File: src/pss_pkg.sv
// Shared types and constants for the position speed smoother.
// Used by the controller, the datapath and the top level; no dependencies.
`default_nettype none

package pss_pkg;

   // field widths
   localparam int POS_W   = 11;
   localparam int CFG_W   = 16;
   localparam int CM_W    = 27;
   localparam int SQ_W    = 54;
   localparam int RAD_W   = 56;
   localparam int ROOT_W  = 28;
   localparam int REM_W   = 30;
   localparam int PROD_W  = 40;
   localparam int SPEED_W = 24;
   localparam int MUL_A_W = 28;
   localparam int MUL_B_W = 27;
   localparam int MUL_P_W = MUL_A_W + MUL_B_W;

   // divide by 1600: drop six bits, then divide by 25 as a multiply by
   // ceil(2^34 / 25) and a shift by 34; exact for every operand below 2^29,
   // which covers every product below the saturation limit
   localparam int DIV_LO    = 6;
   localparam int DIV_A_W   = 29;
   localparam int DIV_B_W   = 30;
   localparam int DIV_P_W   = DIV_A_W + DIV_B_W;
   localparam int DIV_SHIFT = 34;

   // iteration counts
   localparam int ROOT_STEPS = RAD_W / 2;
   localparam int CNT_W      = 5;

   // constants: 29.97 fps applied as *2997 / 1600
   localparam logic [11:0]          FPS_NUM   = 12'd2997;
   localparam logic [DIV_B_W-1:0]   DIV_RECIP = 30'd687194768;
   localparam logic [PROD_W-1:0]    SAT_LIMIT = 40'd26843545600;  // 1600 << 24
   localparam logic [SPEED_W-1:0]   SPEED_MAX = 24'hFF_FFFF;
   localparam logic [CFG_W-1:0]     CFG_RESET = 16'd4096;

   // datapath commands
   typedef logic [3:0] op_type;
   localparam op_type OP_NONE  = 4'd0;
   localparam op_type OP_LOAD  = 4'd1;
   localparam op_type OP_MULX  = 4'd2;
   localparam op_type OP_MULY  = 4'd3;
   localparam op_type OP_DIFF  = 4'd4;
   localparam op_type OP_SQX   = 4'd5;
   localparam op_type OP_SQY   = 4'd6;
   localparam op_type OP_SUM   = 4'd7;
   localparam op_type OP_ROOT  = 4'd8;
   localparam op_type OP_SCALE = 4'd9;
   localparam op_type OP_DIV   = 4'd10;
   localparam op_type OP_AVG   = 4'd11;

   typedef struct packed {
      op_type op;
   } cmd_type;

endpackage

`default_nettype wire

File: src/pss_ctrl.sv
// Controller of the position speed smoother: sequences the datapath and owns
// the input ready and result valid. Depends on pss_pkg.
`default_nettype none

module pss_ctrl (
   input  wire logic             clock,
   input  wire logic             reset,
   input  wire logic             req_tvalid,
   output logic                  req_tready,
   output logic                  rsp_tvalid,
   input  wire logic             rsp_tready,
   output pss_pkg::cmd_type      cmd
);

   localparam logic [3:0] ST_IDLE  = 4'd0;
   localparam logic [3:0] ST_MULX  = 4'd1;
   localparam logic [3:0] ST_MULY  = 4'd2;
   localparam logic [3:0] ST_DIFF  = 4'd3;
   localparam logic [3:0] ST_SQX   = 4'd4;
   localparam logic [3:0] ST_SQY   = 4'd5;
   localparam logic [3:0] ST_SUM   = 4'd6;
   localparam logic [3:0] ST_ROOT  = 4'd7;
   localparam logic [3:0] ST_SCALE = 4'd8;
   localparam logic [3:0] ST_DIV   = 4'd9;
   localparam logic [3:0] ST_AVG   = 4'd10;

   logic [3:0]                state_ff, state_in;
   logic [pss_pkg::CNT_W-1:0] cnt_ff, cnt_in;
   logic                      valid_ff, valid_in;
   logic                      out_free;

   // result register can take a new beat when empty or draining now
   assign out_free = !valid_ff || rsp_tready;

   always_comb begin
      state_in = state_ff;
      cnt_in   = cnt_ff;
      cmd.op   = pss_pkg::OP_NONE;
      case (state_ff)
         ST_IDLE: begin
            if (req_tvalid) begin
               cmd.op   = pss_pkg::OP_LOAD;
               state_in = ST_MULX;
            end
         end
         ST_MULX: begin
            cmd.op   = pss_pkg::OP_MULX;
            state_in = ST_MULY;
         end
         ST_MULY: begin
            cmd.op   = pss_pkg::OP_MULY;
            state_in = ST_DIFF;
         end
         ST_DIFF: begin
            cmd.op   = pss_pkg::OP_DIFF;
            state_in = ST_SQX;
         end
         ST_SQX: begin
            cmd.op   = pss_pkg::OP_SQX;
            state_in = ST_SQY;
         end
         ST_SQY: begin
            cmd.op   = pss_pkg::OP_SQY;
            state_in = ST_SUM;
         end
         ST_SUM: begin
            cmd.op   = pss_pkg::OP_SUM;
            cnt_in   = pss_pkg::CNT_W'(pss_pkg::ROOT_STEPS - 1);
            state_in = ST_ROOT;
         end
         ST_ROOT: begin
            cmd.op = pss_pkg::OP_ROOT;
            cnt_in = cnt_ff - 1'b1;
            if (cnt_ff == '0) begin
               state_in = ST_SCALE;
            end
         end
         ST_SCALE: begin
            cmd.op   = pss_pkg::OP_SCALE;
            state_in = ST_DIV;
         end
         ST_DIV: begin
            cmd.op   = pss_pkg::OP_DIV;
            state_in = ST_AVG;
         end
         // hold here until the result register frees up
         ST_AVG: begin
            if (out_free) begin
               cmd.op   = pss_pkg::OP_AVG;
               state_in = ST_IDLE;
            end
         end
         default: begin
            state_in = ST_IDLE;
         end
      endcase
   end

   // result valid: set when a result is loaded, cleared when the beat is taken
   always_comb begin
      if (cmd.op == pss_pkg::OP_AVG) begin
         valid_in = 1'b1;
      end else if (rsp_tready) begin
         valid_in = 1'b0;
      end else begin
         valid_in = valid_ff;
      end
   end

   always_ff @(posedge clock) begin
      if (reset) begin
         state_ff <= ST_IDLE;
         cnt_ff   <= '0;
         valid_ff <= 1'b0;
      end else begin
         state_ff <= state_in;
         cnt_ff   <= cnt_in;
         valid_ff <= valid_in;
      end
   end

   assign req_tready = (state_ff == ST_IDLE);
   assign rsp_tvalid = valid_ff;

endmodule

`default_nettype wire

File: config.mk
export PLATFORM = sky130hd
export DESIGN_NAME = pss_ctrl
export DESIGN_NICKNAME = d
export VERILOG_FILES = /design/src/pss_pkg.sv /design/src/pss_ctrl.sv
export SDC_FILE = /design/constraint.sdc
export NUM_CORES = 1
export LEC_CHECK = 0
export CAP_MARGIN = 5
export CORE_AREA = 10 10 47 49
export CTS_CLUSTER_SIZE = 10
export DETAILED_ROUTE_END_ITERATION = 8
export DIE_AREA = 0 0 57 59
export DONT_BUFFER_PORTS = 1
export PLACE_DENSITY = 0.75
export SLEW_MARGIN = 20
export SYNTH_ARGS = -nofsm -noshare
export SYNTH_HDL_FRONTEND = slang
export SYNTH_SLANG_ARGS = --single-unit
File: constraint.sdc
create_clock -name clock -period 2.2 [get_ports clock]
set_input_delay 0 -clock clock [delete_from_list [all_inputs] [get_ports clock]]
set_output_delay 0 -clock clock [all_outputs]
set_load 0.01 [all_outputs]
# Word-level counts from Yosys, hierarchy flattened
# Cells that the tools add are included.
[classes]
add_sub_neg = 1
multipliers = 0
div = 0
magnitude_cmp = 0
n_eq_ne = 14
n_shift = 0
muxes = 10
bitwise_logic = 0
n_reduce_logical = 7
[ops]
columns = ["cell", "n"]
rows = [
  ["one-hot mux 4 bit (11 select lines)", 2],
  ["== test 4 x 3 -> 1 bit (second input constant)", 4],
  ["== test 4 bit (second input constant)", 4],
  ["two-way mux 4 bit", 4],
  ["one-hot mux 5 bit (2 select lines)", 1],
  ["== test 4 x 2 -> 1 bit (second input constant)", 2],
  ["!= test 2 bit (second input constant)", 3],
  ["logical NOT 5 bit", 1],
  ["subtractor 5 x 1 -> 5 bit (second input constant)", 1],
  ["== test 4 x 1 -> 1 bit (second input constant)", 1],
  ["logical NOT 4 bit", 1],
  ["nonzero test 2 bit", 2],
  ["two-way mux 1 bit", 3],
  ["AND reduction 3 bit", 1],
  ["logical NOT 1 bit", 1],
  ["logical OR 1 bit", 1],
]
[word_totals]
ff_bits = 10
latch_bits = 0
ram_bits = 0
romBits = 0
inputBits = 4
out_inout_bits = 6
n_memories = 0

# Logic depth before layout (Yosys ltp)
[depth]
word_depth = 6
mapped_depth = 5

# Worst setup path before layout
# Ideal clock, no wire load.
[synth_timing]
kind = "register to register"
from = "register cnt_ff[0] (netlist name)"
to = "register state_ff[2]"
t_arrival_ps = 1055
required_ps = 2084
slack_ps = 1028
stages_incl_launch_ff = 6
n_path_buf = 0
path_cell_list = "dfxtp_1 -> inv_1 -> ha_1 -> nor4b_4 -> nor2b_4 -> o211a_1"
[synth_via]
elab_chain_len = 3
[synth_rtl]
columns = ["element", "line", "rtl"]
rows = [
  ["from (decl)", "pss_ctrl.sv:28", "logic [pss_pkg::CNT_W-1:0] cnt_ff, cnt_in;"],
  ["from (signal assigned)", "pss_ctrl.sv:117", "cnt_ff <= cnt_in;"],
  ["logical NOT 5 bit", "pss_ctrl.sv:74", "if (cnt_ff == '0) begin"],
  ["!= test 2 bit (no line)", "--", ""],
  ["AND reduction 3 bit (no line)", "--", ""],
  ["to (signal assigned)", "pss_ctrl.sv:116", "state_ff <= state_in;"],
  ["to (decl)", "pss_ctrl.sv:27", "logic [3:0] state_ff, state_in;"],
]
# Every way passes these cells.
# A chain may end at the register's enable or synchronous reset.

==> parameters.txt <==
Parameter                              Value

Synthesis
  Syn Inst Count    79
  Average instance area after synthesis    8.62 µm²
  Number of synthesized flops with an enable pin    0
  Sequential element share of the synthesized area    29.4%
  Number of different library cells in the post-synthesis netlist    36
  Number of register bits inferred by synthesis    10
  Netlist Area Pre-Place    681 µm²
  Number of nets in the synthesized netlist    85
  FFs w/ async S/R, synth    0%
  Number of warnings issued by yosys    0
  Most used DFF post-synth    dfxtp_1

Worst setup path
  Data arrival time of the critical path    1.57 ns
  Cell type of the slowest stage on the worst timing path    dfxtp_1
  Endpoint class of the critical path    output pin
  Max Fanout on Critical Path    19
  Slowest Stage Delay on Critical Path    0.68 ns
  Worst Path Required    2.20 ns
  Worst path cell trace    and4b_1 > a31o_1
  Kind of launch point of the worst setup path    flip-flop
  Type of the worst setup path    flip-flop to output pin

STA
  Fmax    0.638 GHz
  RSZ-0062 raised after global routing    false
  Worst setup slack after layout    0.631 ns
  Post-layout min period    1.57 ns
  Setup violation total in the final timing report    0
  Tightest Pin Transition    0.564 ns
  Final count of pins violating max slew    0
  Hold Fails Final Rpt    0
  Relative slew slack    62.3%
  Setup skew after layout    0.00458 ns
  Sum of negative setup slack    0 ns
  Period Utilization, post-route    71.3%

Clocking
  Number of buffers inserted during clock tree synthesis    3
  Sinks on Clock Net    10
  Clock tree from TritonCTS    built
  Clk buf depth    2
  Insertion delay of the later-clocked pin in the worst-skew pair    0.27 ns
  Buffer type at the clock tree root    clkbuf_4
  Post-CTS Resized    0
  H-tree depth reported by CTS    1
  Number of setup buffers added after CTS    0
  Clock edge transition at the registers on the reported setup and hold paths    0.07 ns

Route
  Sum of routed wire length over all layers    1.37 mm
  Routed Antenna Nets    0
  Starting DRC count in detailed routing    19
  Vias/cell    6.19
  Vias    563
  Routed length per instance    15.0 µm
  Post-route DRC violation count    0
  DR pass1 iterations    4

Finish
  Most common cell after layout, fill and taps aside    dfxtp_1
  Final net count    82
  Area Growth Syn to Fin    0.735%
  Number of cells in the finished layout apart from fillers    91
  Core occupancy in the finished layout    48.9%
  N_diodes    0
  Top library cells by usage in the layout, fill and taps aside    dfxtp_1 (10), a21oi_1 (7), nor2_1 (6), nand3b_1 (4)
  Number of fill cells in the layout    143
  Fraction of final layout cells with drive strength greater than 1    10.7%

Power and ir drop
  Share of power burned in registers    48.8%
  Int Pwr    0.303 mW
  Leakage power of the design    0.242 nW
  Clock network fraction of total power    41.6%
  Proportion of total power due to net switching    26.4%
  Total power consumption of the routed design    0.412 mW
  PD cells    601 nW/µm²
  Peak supply drop    0.494 mV
  Reported net switching power    0.109 mW
  Fraction of power consumed by combinational cells    9.6%

Run
  Total of max-cap violations    0

Placed design
  Input/output buffers    0
  Final weighted congestion in routability-driven placement    0.769
  Placed cell count    86
  HPWL after detailed placement    976 µm
  Minimum setup slack after placement    0.774 ns

Die
  FP Rows    14
  Area of the core region    1400 µm²
  Die width    57 µm
  Die ar.    3360 µm²
  I/O Pins    10
  DIE HEIGHT    59 µm
  Effective utilization at floorplan    48.6%

GRT
  Global-route met2 utilization    13.8%
  Most congested layer reported by global routing    met2
  Overall fraction of global-route tracks in use    9.00%
  Met3 track demand over resource    4.29%
  Vias in the first global route    549
  First-pass GRT wire length    2.44 mm
  Maximum number of pins on one net before global-route repair    20
  Number of antenna violations at the first check in global routing    0
  Met1 track demand over resource in global routing    10.0%
  Sum of overflow across all layers after global routing    0

Outcome
  Result of the run    completed

Worst hold path
  Class of the most critical hold timing path    primary input to flip-flop
## timing repair
action	4_1_cts	5_1_grt
hold buffers	1	0
hold endpoints to repair	10	0
endpoints found under the setup margin	0	0
## cell usage after synthesis, drive strengths merged, types with 2 or more instances
master	n	area, µm²
a21o	2	15.0
a21oi	7	35.0
a221oi	2	17.5
a311oi	2	17.5
a31oi	3	18.8
buf	9	61.3
dfxtp	10	200
ha	2	25.0
inv	3	11.3
nand2	2	7.51
nand2b	2	12.5
nand3b	4	30.0
nor2	6	22.5
nor2b	3	26.3
nor3	3	20.0
nor3b	2	15.0
o21ai	4	20.0
## metrics by stage
step | hold slack [ns] | area (µm²)
5_1_grt | 0.0809 | 686
3_3_place_gp | 0.0712 | 639
6_report | 0.0149 | 686
2_1_floorplan | 0.263 | 681
4_1_cts | 0.00845 | 686
3_5_place_dp | 0.0740 | 639
## sequential cells by signal (all words and copies together), names as in the netlist
signal and count:
rsp_tvalid 1, state_ff 4, cnt_ff 5
## power by group through the flow
stage | clock network (mW) | logic, mW | registers [mW]
global placement | 0 | 0.0353 | 0.205
finish | 0.171 | 0.0394 | 0.201
CTS | 0.177 | 0.0401 | 0.201
floorplan | 0 | 0.0538 | 0.191
global route | 0.186 | 0.0438 | 0.204
detailed placement | 0 | 0.0359 | 0.205
## path summary, 6_finish.rpt
path,startpoint,end,slack [ns],cells past startpoint
setup / recovery,state_ff[0],cmd[3],0.63,2
setup reg to reg,state_ff[0],state_ff[2],0.73,3
hold / removal,rsp_tready,rsp_tvalid,0.01,3
hold reg to reg,cnt_ff[1],cnt_ff[1],0.55,2
## logic make-up after synthesis
kind of cell,synth area share (%)
AO/OA/AOI/OAI,27.2
adder cells (fa/ha/maj),3.68
buffers and inverters,10.7
AND/OR/NAND/NOR,29.0
flip-flops,29.4
## area by class of cell
cell class | count | area, µm² | area share (%)
multi-input combinational | 57 | 408 | 59.5
sequential | 10 | 200 | 29.2
clock buffer | 4 | 36.3 | 5.29
tap | 16 | 20.0 | 2.92
inverter | 3 | 11.3 | 1.64
timing repair buffer | 1 | 10.0 | 1.46
## metal layers
layer	wire length, µm	vias up
li1	-	289
met1	658	258
met2	600	11
met3	71	5
met4	38	0
met5	0	-
## critical path, delay by kind of cell, from the launching register on
kind,cells,cell delay [ns]
DFF,1,0.68
and+or+nand+nor,1,0.42
AOI/OAI and AO/OA,1,0.20
(Power assumes the default switching activity.)
